==> src/rtl/core/tbta_pkg.sv <==
package tbta_pkg;

    localparam int ALARM_SLOTS_DEF = 3;
    localparam int IN_TDATA_W      = 40;
    localparam int OUT_TDATA_W     = 40;
    localparam int CFG_W           = 16;

    localparam logic [CFG_W-1:0] GAP_TIMEOUT_RESET = 16'd500;

    localparam logic [7:0] ALARM_BASE = 8'd24;
    localparam logic [7:0] HOUR_MAX   = 8'd23;
    localparam logic [7:0] MINSEC_MAX = 8'd59;
    localparam logic [7:0] CHAR_CR    = 8'd13;
    localparam logic [7:0] CHAR_LF    = 8'd10;

    typedef enum logic [1:0] {
        FUNC_BYTE      = 2'd0,
        FUNC_ACK_TIME  = 2'd1,
        FUNC_ACK_ALARM = 2'd2,
        FUNC_NONE      = 2'd3
    } func_t;

    typedef enum logic [1:0] {
        STG_IDLE = 2'd0,
        STG_ONE  = 2'd1,
        STG_TWO  = 2'd2
    } stage_t;

    typedef struct packed {
        func_t       func;
        logic [7:0]  rx_byte;
        logic [31:0] now_tick;
    } item_t;

    typedef struct packed {
        logic       enabled;
        logic [4:0] hour;
        logic [5:0] minute;
    } alarm_entry_t;

    typedef struct packed {
        logic       frame_done;
        logic [4:0] time_hour;
        logic [5:0] time_minute;
        logic [5:0] time_second;
        logic       time_valid;
        logic       time_new;
        logic       alarm_new;
        logic [1:0] alarm_slot;
        logic [4:0] alarm_hour;
        logic [5:0] alarm_minute;
        logic       alarm_enabled;
        logic       persist_request;
    } result_t;

endpackage

==> src/rtl/core/tbta_in_stage.sv <==
module tbta_in_stage (
    input  logic                                 aclk,
    input  logic                                 aresetn,
    input  logic                                 s_tvalid,
    output logic                                 s_tready,
    input  logic [tbta_pkg::IN_TDATA_W-1:0]      s_tdata,
    input  logic [1:0]                           s_tuser,
    input  logic                                 take,
    output logic                                 item_valid,
    output tbta_pkg::item_t                      item
);
    import tbta_pkg::*;

    logic  valid_reg;
    logic  valid_next;
    item_t item_reg;
    logic  s_fire;

    assign s_tready   = !valid_reg || take;
    assign s_fire     = s_tvalid && s_tready;
    assign item_valid = valid_reg;
    assign item       = item_reg;

    always_comb begin
        valid_next = valid_reg;
        if (s_fire) begin
            valid_next = 1'b1;
        end else if (take) begin
            valid_next = 1'b0;
        end
    end

    always_ff @(posedge aclk) begin
        if (!aresetn) begin
            valid_reg <= 1'b0;
        end else begin
            valid_reg <= valid_next;
        end
    end

    always_ff @(posedge aclk) begin
        if (s_fire) begin
            item_reg.func     <= func_t'(s_tuser);
            item_reg.rx_byte  <= s_tdata[7:0];
            item_reg.now_tick <= s_tdata[39:8];
        end
    end

endmodule

==> src/rtl/core/tbta_core.sv <==
module tbta_core #(
    parameter int ALARM_SLOTS = tbta_pkg::ALARM_SLOTS_DEF
) (
    input  logic                          aclk,
    input  logic                          aresetn,
    input  logic                          cfg_wr,
    input  logic [tbta_pkg::CFG_W-1:0]    cfg_data,
    input  logic                          item_valid,
    input  tbta_pkg::item_t               item,
    output tbta_pkg::result_t             result
);
    import tbta_pkg::*;

    localparam int SLOT_W = (ALARM_SLOTS > 1) ? $clog2(ALARM_SLOTS) : 1;

    logic [CFG_W-1:0]  timeout_reg;
    stage_t            stage_reg;
    stage_t            stage_next;
    stage_t            stage_eff;
    logic [7:0]        byte_one_reg;
    logic [7:0]        byte_one_next;
    logic [7:0]        byte_two_reg;
    logic [7:0]        byte_two_next;
    logic [31:0]       last_tick_reg;
    logic [31:0]       last_tick_next;
    logic [4:0]        hour_reg;
    logic [4:0]        hour_next;
    logic [5:0]        minute_reg;
    logic [5:0]        minute_next;
    logic [5:0]        second_reg;
    logic [5:0]        second_next;
    logic              clock_valid_reg;
    logic              clock_valid_next;
    logic              clock_new_reg;
    logic              clock_new_next;
    alarm_entry_t      alarm_table_reg [ALARM_SLOTS];
    logic              alarm_changed_reg;
    logic              alarm_changed_next;
    logic [SLOT_W-1:0] last_slot_reg;
    logic [SLOT_W-1:0] last_slot_next;
    logic              alarm_ever_reg;
    logic              alarm_ever_next;

    logic              is_byte;
    logic [31:0]       tick_gap;
    logic              gap_hit;
    logic              frame_done;
    logic [7:0]        slot_off;
    logic [SLOT_W-1:0] slot_idx;
    logic              alarm_hit;
    logic              time_hit;
    alarm_entry_t      new_entry;
    alarm_entry_t      shown_entry;
    logic [SLOT_W-1:0] shown_slot;
    logic [7:0]        slot_wide;

    assign is_byte  = item_valid && (item.func == FUNC_BYTE);
    assign tick_gap = item.now_tick - last_tick_reg;
    assign gap_hit  = tick_gap > {16'd0, timeout_reg};
    assign stage_eff = (gap_hit && stage_reg != STG_IDLE) ? STG_IDLE : stage_reg;

    // next state of the framing
    always_comb begin
        stage_next = stage_reg;
        if (is_byte) begin
            case (stage_eff)
                STG_IDLE: stage_next = STG_ONE;
                STG_ONE:  stage_next = STG_TWO;
                default:  stage_next = STG_IDLE;
            endcase
        end
    end

    // frame decode
    assign frame_done = is_byte && (stage_eff == STG_TWO);
    assign slot_off   = byte_one_reg - ALARM_BASE;
    assign slot_idx   = slot_off[SLOT_W-1:0];
    assign alarm_hit  = frame_done && (byte_one_reg >= ALARM_BASE)
                        && (slot_off < 8'(ALARM_SLOTS))
                        && (byte_two_reg <= HOUR_MAX) && (item.rx_byte <= MINSEC_MAX);
    assign time_hit   = frame_done && (byte_one_reg < ALARM_BASE)
                        && (byte_two_reg <= MINSEC_MAX) && (item.rx_byte <= MINSEC_MAX)
                        && !(byte_one_reg == CHAR_CR && byte_two_reg == CHAR_LF);

    assign new_entry.enabled = 1'b1;
    assign new_entry.hour    = byte_two_reg[4:0];
    assign new_entry.minute  = item.rx_byte[5:0];

    always_comb begin
        byte_one_next      = byte_one_reg;
        byte_two_next      = byte_two_reg;
        last_tick_next     = last_tick_reg;
        hour_next          = hour_reg;
        minute_next        = minute_reg;
        second_next        = second_reg;
        clock_valid_next   = clock_valid_reg;
        clock_new_next     = clock_new_reg;
        alarm_changed_next = alarm_changed_reg;
        last_slot_next     = last_slot_reg;
        alarm_ever_next    = alarm_ever_reg;
        if (item_valid) begin
            case (item.func)
                FUNC_BYTE: begin
                    last_tick_next = item.now_tick;
                    if (stage_eff == STG_IDLE) begin
                        byte_one_next = item.rx_byte;
                    end
                    if (stage_eff == STG_ONE) begin
                        byte_two_next = item.rx_byte;
                    end
                    if (time_hit) begin
                        hour_next        = byte_one_reg[4:0];
                        minute_next      = byte_two_reg[5:0];
                        second_next      = item.rx_byte[5:0];
                        clock_valid_next = 1'b1;
                        clock_new_next   = 1'b1;
                    end
                    if (alarm_hit) begin
                        alarm_changed_next = 1'b1;
                        last_slot_next     = slot_idx;
                        alarm_ever_next    = 1'b1;
                    end
                end
                FUNC_ACK_TIME: begin
                    if (clock_valid_reg) begin
                        clock_new_next = 1'b0;
                    end
                end
                FUNC_ACK_ALARM: begin
                    alarm_changed_next = 1'b0;
                end
                default: begin
                end
            endcase
        end
    end

    // result of this item
    assign shown_entry = alarm_hit ? new_entry : alarm_table_reg[last_slot_reg];
    assign shown_slot  = alarm_hit ? slot_idx : last_slot_reg;
    assign slot_wide   = 8'(shown_slot);

    always_comb begin
        result.frame_done      = frame_done;
        result.time_hour       = hour_next;
        result.time_minute     = minute_next;
        result.time_second     = second_next;
        result.time_valid      = clock_valid_next;
        result.time_new        = (item.func == FUNC_BYTE) ? clock_new_next : clock_new_reg;
        result.alarm_new       = (item.func == FUNC_BYTE) ? alarm_changed_next
                                                          : alarm_changed_reg;
        result.alarm_slot      = alarm_ever_next ? slot_wide[1:0] : 2'd0;
        result.alarm_hour      = alarm_ever_next ? shown_entry.hour : 5'd0;
        result.alarm_minute    = alarm_ever_next ? shown_entry.minute : 6'd0;
        result.alarm_enabled   = alarm_ever_next ? shown_entry.enabled : 1'b0;
        result.persist_request = alarm_hit;
    end

    always_ff @(posedge aclk) begin
        if (!aresetn) begin
            timeout_reg       <= GAP_TIMEOUT_RESET;
            stage_reg         <= STG_IDLE;
            byte_one_reg      <= 8'd0;
            byte_two_reg      <= 8'd0;
            last_tick_reg     <= 32'd0;
            hour_reg          <= 5'd0;
            minute_reg        <= 6'd0;
            second_reg        <= 6'd0;
            clock_valid_reg   <= 1'b0;
            clock_new_reg     <= 1'b0;
            alarm_changed_reg <= 1'b0;
            last_slot_reg     <= '0;
            alarm_ever_reg    <= 1'b0;
        end else begin
            if (cfg_wr) begin
                timeout_reg <= cfg_data;
            end
            stage_reg         <= stage_next;
            byte_one_reg      <= byte_one_next;
            byte_two_reg      <= byte_two_next;
            last_tick_reg     <= last_tick_next;
            hour_reg          <= hour_next;
            minute_reg        <= minute_next;
            second_reg        <= second_next;
            clock_valid_reg   <= clock_valid_next;
            clock_new_reg     <= clock_new_next;
            alarm_changed_reg <= alarm_changed_next;
            last_slot_reg     <= last_slot_next;
            alarm_ever_reg    <= alarm_ever_next;
        end
    end

    // alarm table, defaults are midnight and enabled
    always_ff @(posedge aclk) begin
        for (int i = 0; i < ALARM_SLOTS; i++) begin
            if (!aresetn) begin
                alarm_table_reg[i] <= '{enabled: 1'b1, hour: 5'd0, minute: 6'd0};
            end else if (item_valid && alarm_hit && slot_idx == SLOT_W'(i)) begin
                alarm_table_reg[i] <= new_entry;
            end
        end
    end

endmodule

==> src/rtl/core/tbta_out_stage.sv <==
module tbta_out_stage (
    input  logic                                 aclk,
    input  logic                                 aresetn,
    input  logic                                 load,
    input  tbta_pkg::result_t                    result,
    output logic                                 ready,
    output logic                                 m_tvalid,
    input  logic                                 m_tready,
    output logic [tbta_pkg::OUT_TDATA_W-1:0]     m_tdata,
    output logic                                 m_tlast
);
    import tbta_pkg::*;

    logic    valid_reg;
    logic    valid_next;
    result_t res_reg;

    assign ready    = !valid_reg || m_tready;
    assign m_tvalid = valid_reg;
    assign m_tlast  = res_reg.frame_done;
    assign m_tdata  = {5'd0,
                       res_reg.persist_request,
                       res_reg.alarm_enabled,
                       res_reg.alarm_minute,
                       res_reg.alarm_hour,
                       res_reg.alarm_slot,
                       res_reg.alarm_new,
                       res_reg.time_new,
                       res_reg.time_valid,
                       res_reg.time_second,
                       res_reg.time_minute,
                       res_reg.time_hour};

    always_comb begin
        valid_next = valid_reg;
        if (load) begin
            valid_next = 1'b1;
        end else if (m_tready) begin
            valid_next = 1'b0;
        end
    end

    always_ff @(posedge aclk) begin
        if (!aresetn) begin
            valid_reg <= 1'b0;
        end else begin
            valid_reg <= valid_next;
        end
    end

    always_ff @(posedge aclk) begin
        if (load) begin
            res_reg <= result;
        end
    end

endmodule

==> src/rtl/core/three_byte_time_alarm_command_parser.sv <==
// an item passes the input register and then the result register before its result
// shows on m_tvalid; a stalled result register holds the item in the input register
// throughput: one item per cycle while the result register is not stalled, set by the
// state update between the input register and the result register
// reset: synchronous active-low aresetn empties both registers, clears framing and
// clock status, restores the alarm table defaults and a gap timeout of 500 ticks
module three_byte_time_alarm_command_parser #(
    parameter int ALARM_SLOTS = tbta_pkg::ALARM_SLOTS_DEF
) (
    input  logic                                 aclk,
    input  logic                                 aresetn,
    input  logic                                 s_tvalid,
    output logic                                 s_tready,
    // rx_byte [7:0], now_tick [39:8]
    input  logic [tbta_pkg::IN_TDATA_W-1:0]      s_tdata,
    // func [1:0]
    input  logic [1:0]                           s_tuser,
    output logic                                 m_tvalid,
    input  logic                                 m_tready,
    // time_hour [4:0], time_minute [10:5], time_second [16:11], time_valid [17],
    // time_new [18], alarm_new [19], alarm_slot [21:20], alarm_hour [26:22],
    // alarm_minute [32:27], alarm_enabled [33], persist_request [34]
    output logic [tbta_pkg::OUT_TDATA_W-1:0]     m_tdata,
    // frame_done
    output logic                                 m_tlast,
    input  logic                                 cfg_valid,
    output logic                                 cfg_ready,
    input  logic [tbta_pkg::CFG_W-1:0]           cfg_data
);
    import tbta_pkg::*;

    logic    item_valid;
    item_t   item;
    logic    out_ready;
    logic    advance;
    result_t result;

    assign cfg_ready = 1'b1;
    assign advance   = item_valid && out_ready;

    tbta_in_stage u_in_stage (
        .aclk       (aclk),
        .aresetn    (aresetn),
        .s_tvalid   (s_tvalid),
        .s_tready   (s_tready),
        .s_tdata    (s_tdata),
        .s_tuser    (s_tuser),
        .take       (advance),
        .item_valid (item_valid),
        .item       (item)
    );

    tbta_core #(
        .ALARM_SLOTS (ALARM_SLOTS)
    ) u_core (
        .aclk       (aclk),
        .aresetn    (aresetn),
        .cfg_wr     (cfg_valid && cfg_ready),
        .cfg_data   (cfg_data),
        .item_valid (advance),
        .item       (item),
        .result     (result)
    );

    tbta_out_stage u_out_stage (
        .aclk     (aclk),
        .aresetn  (aresetn),
        .load     (advance),
        .result   (result),
        .ready    (out_ready),
        .m_tvalid (m_tvalid),
        .m_tready (m_tready),
        .m_tdata  (m_tdata),
        .m_tlast  (m_tlast)
    );

endmodule

==> config.mk <==
export PLATFORM = sky130hd
export DESIGN_NAME = three_byte_time_alarm_command_parser
export DESIGN_NICKNAME = d
export VERILOG_FILES = /design/src/rtl/core/tbta_pkg.sv /design/src/rtl/core/tbta_in_stage.sv /design/src/rtl/core/tbta_core.sv /design/src/rtl/core/tbta_out_stage.sv /design/src/rtl/core/three_byte_time_alarm_command_parser.sv
export SDC_FILE = /design/constraint.sdc
export NUM_CORES = 1
export LEC_CHECK = 0
export ABC_AREA = 1
export ABC_CLOCK_PERIOD_IN_PS = 9700
export BUFFER_PORTS_ARGS = -buffer_cell sky130_fd_sc_hd__buf_2
export CORE_ASPECT_RATIO = 1.4
export CORE_UTILIZATION = 40
export CTS_CLUSTER_SIZE = 10
export DETAILED_ROUTE_END_ITERATION = 8
export PLACE_DENSITY_LB_ADDON = 0.08
export SKIP_CTS_REPAIR_TIMING = 1
export SYNTH_ARGS = -nofsm -noshare
export SYNTH_HDL_FRONTEND = slang
export SYNTH_SLANG_ARGS = --single-unit
==> constraint.sdc <==
create_clock -name aclk -period 9.7 [get_ports aclk]
set_input_delay 1.455 -clock aclk [delete_from_list [all_inputs] [get_ports aclk]]
set_output_delay 1.455 -clock aclk [all_outputs]
set_load 0.01 [all_outputs]
==> Yosys cells after proc, flatten, opt, wreduce, memory -nomap -nowiden <==
Memories as Yosys holds them, arrays and structs flattened. A register that Yosys moved wholly into a read port is not among the register bits.
Index checks and enable logic that the tools add are counted.
{ "word_totals": {"romBits": 0, "in_bits": 63, "regBits": 169, "latchBits": 0, "mem_bits_rw": 33, "n_memories": 1, "wordCells": 130, "output_inout_bits": 44} }
{ "op_classes": {"n_addsub": 2, "div_mod_pow": 0, "bitwise": 3, "n_shift": 0, "order_cmp": 7, "reduce_logical": 32, "eq_ne": 8, "mul": 0, "n_mux": 47} }
{ "mem_list": {"columns": ["name", "words", "width", "read_ports", "rd_clocked_by_memory_dff", "wr", "line", "source"], "rows": [
  ["u_core.alarm_table_reg", 3, 11, 1, 1, 3, "tbta_core.sv:36", "alarm_entry_t alarm_table_reg [ALARM_SLOTS];"]
]} }
{ "op_table": {"columns": ["operator", "count"], "rows": [
  ["2-to-1 mux 6 bit", 6],
  ["2-to-1 mux 11 bit", 3],
  ["greater-than comparator 32 x 16 -> 1 bit", 1],
  ["subtractor 32 bit", 1],
  ["2-to-1 mux 1 bit", 27],
  ["logical AND 1 bit", 18],
  ["equality test 8 x 4 -> 1 bit, second input constant", 2],
  ["<= comparator 8 x 6 -> 1 bit, second input constant", 2],
  ["2-to-1 mux 5 bit", 3],
  ["2-to-1 mux 12 bit", 1],
  [">= comparator 8 x 5 -> 1 bit, second input constant", 1],
  ["<= comparator 8 x 5 -> 1 bit, second input constant", 1],
  ["< comparator 8 x 2 -> 1 bit, second input constant", 1],
  ["< comparator 8 x 5 -> 1 bit, second input constant", 1],
  ["2-to-1 mux 2 bit", 4],
  ["subtractor 8 x 5 -> 8 bit, second input constant", 1],
  ["equality test 2 x 1 -> 1 bit, second input constant", 3],
  ["equality test 2 bit, second input constant", 3],
  ["logical NOT 2 bit", 3],
  ["AND reduction 3 bit", 2],
  ["nonzero test 2 bit", 3],
  ["case mux 1 bit (2 select lines)", 2],
  ["case mux 2 bit (2 select lines)", 1],
  ["logical NOT 1 bit", 3],
  ["other kinds (3)", 6]
]} }

==> Longest topological paths before layout <==
{ "logic_depth": {"depth_word": 16, "depth_mapped": 31, "ltp_nobuf": 31} }

==> By module <==
Synthesis repeated with hierarchy kept, for this count alone.
{ "hier_totals": {"cells_unflattened": 1353, "hier_area_um2": 10846.7} }
{ "modules_own_cells": {"columns": ["module", "area_per_inst_um2", "cells_per_inst", "instances", "seq_area_each_um2"], "rows": [
  ["tbta_core", 8346.8, 1252, 1, 2812.7],
  ["tbta_in_stage", 1312.5, 49, 1, 1281.2],
  ["tbta_out_stage", 1168.6, 48, 1, 1101.1],
  ["three_byte_time_alarm_command_parser", 18.8, 4, 1, 0.0]
]} }

==> Worst setup path after synthesis <==
No wires, ideal clock.
{ "synth_timing": {"kind": "reg-to-reg", "startpoint": "register u_in_stage.item_reg (netlist bit u_in_stage.item[5])", "endpoint": "memory u_core.alarm_table_reg[1][0] (netlist bit), enable pin", "t_required_ns": 9.306, "slack_ns": 5.647, "t_arrival_ns": 3.658, "path_buffers": 0, "setup_ns": 0.394, "stages_incl_launch_ff": 24, "synth_period_minus_slack_ns": 4.053, "cell_sequence": "edfxtp_1 -> ha_1 -> nand2_1 -> inv_1 -> a21oi_1 -> nand2_2 -> nand2_1 -> nand2_2 -> xor2_1 -> ha_1 -> nand2_1 -> nor2_1 -> nand4_1 -> nor2_1 -> nand2_1 -> nand2_1 -> nand3_1 -> nor2_1 -> nand4_1 -> nor2_1 -> nand2_1 -> nor2_1 -> nand3_2 -> o21ai_0"} }
{ "synth_rtl": {"columns": ["element", "line", "source"], "rows": [
  ["from (decl)", "tbta_in_stage.sv:16", "item_t item_reg;"],
  ["to (decl)", "tbta_core.sv:36", null]
]} }

==> flow_metrics.tcl <==
set metrics [dict create \
    clk_pin_slew_worst_paths_ps 60 \
    critPathBufInv 3 \
    worstSetupEndpointType "flop" \
    nets 1545 \
    clk_latency_ps 520 \
    drtPass1Iterations 5 \
    die_x_um 140 \
    fill_cells 2683 \
    multiInputGateArea_um2 4320 \
    netlist_area_um2 10700 \
    antenna_found_initial 0 \
    clock_path_buffers 3 \
    hold_viol 0 \
    area_delta_synth_final_pct 13.8 \
    antenna_cells 0 \
    grt_pass1_vias 8133 \
    p_total_mw 2.07 \
    power_density_nw_per_um2 170 \
    postSynthAreaPerCell_um2 7.98 \
    ys_warn_count 0 \
    switching_share 0.255 \
    grt_pass1_wl_um 41200 \
    fmax_mhz 219 \
    p_int_mw 1.54 \
    fp.dieArea_um2 27300 \
    place.gp.congestion 0.843 \
    die_h_um 195 \
    worstSetupPathType "flop to flop" \
    power_frac_comb 0.131 \
    synth_area_leader_cell "edfxtp_1" \
    outcome "completed" \
    p_leak_nw 5.69 \
    setup_viol 0 \
    period_minus_slack_ps 4560 \
    track_usage 0.193 \
    cap_violations 0 \
    htree_levels 1 \
    yosysUniqueCellTypes 42 \
    async_flop_share 0 \
    skew_ps 8.68 \
    cp.arrival_ps 4830 \
    synth-edff-count 111 \
    syn_inst 1338 \
    wl_per_cell_um 14.4 \
    via_per_inst 4.75 \
    ys_top_cells_by_count "299 x nand2_1, 234 x inv_1, 134 x nor2_1" \
    fin_area_um2 12100 \
    root_buffer "clkbuf_16" \
    core_area_um2 26200 \
    drtAntennaViolNets 0 \
    drtIter0Drc 380 \
    ff2ff_setup_slack_ps 5140 \
    drive_above_1_share 0.135 \
    grt_setup_unrepaired "no" \
    cts_tree "yes" \
    period_share 0.470 \
    synth_top_area_share 0.312 \
    drt_wl_total_um 25500 \
    finalSetupTns_ps 0 \
    slowest_delay_ps 560 \
    crit_fanout 34 \
    io_buffers 100 \
    clkPwrFrac 0.405 \
    slowest_stage "nand3_2" \
    dp_hpwl_um 19300 \
    slew_headroom 0.357 \
    route.detailed.drc 0 \
    switching_power_uw 527 \
    finalMaxSlewViolations 0 \
    p_seq_frac 0.464 \
    cp.required_ps 9970 \
    cts_buffers 24 \
    largest_reg_flops 42 \
    clkSinkCount 204 \
    initial_utilization 0.408 \
    crit_family "simple AND/OR/NAND/NOR gates" \
    yosysSeqAreaShare 0.487 \
    vias 8438 \
    synth_ff_type "edfxtp_1" \
    placed_area_um2 11400 \
    synth_seq_cells 204 \
    grt_overflow 0 \
    rows 70 \
    vdd_drop_max_uv 122 \
    synth_area_leaders "edfxtp_1 31%, dfxtp_1 17%, nand2_1 11%" \
    grt_max_degree 66 \
    synth.most_common_cell "nand2_1" \
    ioPinCount 107 \
    seq_area_um2 5190 \
    tightest_slew_ps 964 \
    startpoint_type "flop" \
    worst_path_most_repeated_cell "nand2_1" \
    hp-class "flop to flop" \
]
[power by group through the flow]
stage	Clock [mW]	Combinational [mW]	Sequential, mW
global placement	0	0.273	0.977
global route	0.894	0.313	0.962
detailed placement	0	0.275	0.977
floorplan	0	0.195	0.975
CTS	0.865	0.276	0.959
finish	0.836	0.271	0.959
[final timing paths]
kind | from | to | depth (start not counted)
hold / removal | u_core.last_tick_reg[21] | u_core.last_tick_reg[21] | 2
hold reg to reg | u_core.last_tick_reg[21] | u_core.last_tick_reg[21] | 2
setup reg to reg | u_in_stage.item[0] | u_out_stage.m_tdata[6] | 25
setup / recovery | u_in_stage.item[0] | u_out_stage.m_tdata[6] | 25
[tightest hold or removal path, cell delays in order, from the launching register on]
cell     delay [ps]
dfxtp_1         290
inv_1            60
a21oi_1          50
[cell families after synthesis]
family | Yosys count | share of synthesized area
xor gates and xnor gates | 16 | 0.0131
DFF | 204 | 0.487
other | 2 | 0.000704
buffers and inverters | 295 | 0.110
AOI/OAI and AO/OA | 209 | 0.103
adders and majority gates | 49 | 0.0581
and+or+nand+nor | 563 | 0.228
[layout make-up]
class / instances / share of cell area
tap: 324 / 0.0334
timing repair buffer: 105 / 0.0443
inverter: 255 / 0.0788
sequential: 204 / 0.428
clock buffer: 44 / 0.0600
multi-input combinational: 843 / 0.356
[placed cells by master, fill, tap and decap left out, drive strengths merged]
| cell type | instances |
|---|---|
| a211oi | 1 |
| a21oi | 92 |
| a41oi | 2 |
| and2 | 5 |
| and3 | 3 |
| buf | 105 |
| clkbuf | 44 |
| clkinv | 4 |
| conb | 6 |
| dfxtp | 93 |
| edfxtp | 111 |
| fa | 1 |
| ha | 48 |
| inv | 251 |
| nand2 | 314 |
| nand3 | 57 |
| nand4 | 15 |
| nor2 | 151 |
| nor3 | 11 |
| nor3b | 2 |
| nor4 | 4 |
| o21a | 1 |
| o21ai | 98 |
| o21bai | 2 |
| o22ai | 1 |
| o31ai | 12 |
| or2 | 1 |
| xnor2 | 2 |
| xor2 | 14 |
[through the flow]
stage / util / worst slack [ps] / hold slack (ps) / instances
2_1_floorplan: - / 5650 / 433 / 1342
3_3_place_gp: 0.436 / 5160 / 444 / 1731
3_5_place_dp: 0.436 / 5110 / 451 / 1731
4_1_cts: 0.464 / 5080 / 460 / 1775
5_1_grt: 0.464 / 4730 / 469 / 1775
6_report: 0.464 / 5140 / 454 / 1775
[routing by layer]
layer  wire length (um)  vias up  share of wire  global-route usage
li1                   -     4443              -                   -
met1              10100     3780           0.39               0.207
met2              13600      170           0.53               0.374
met3                831       45          0.033              0.0211
met4                993        0          0.039              0.0883
met5                  0        -              0                   0
No activity file was read; power rests on OpenSTA's default activity.
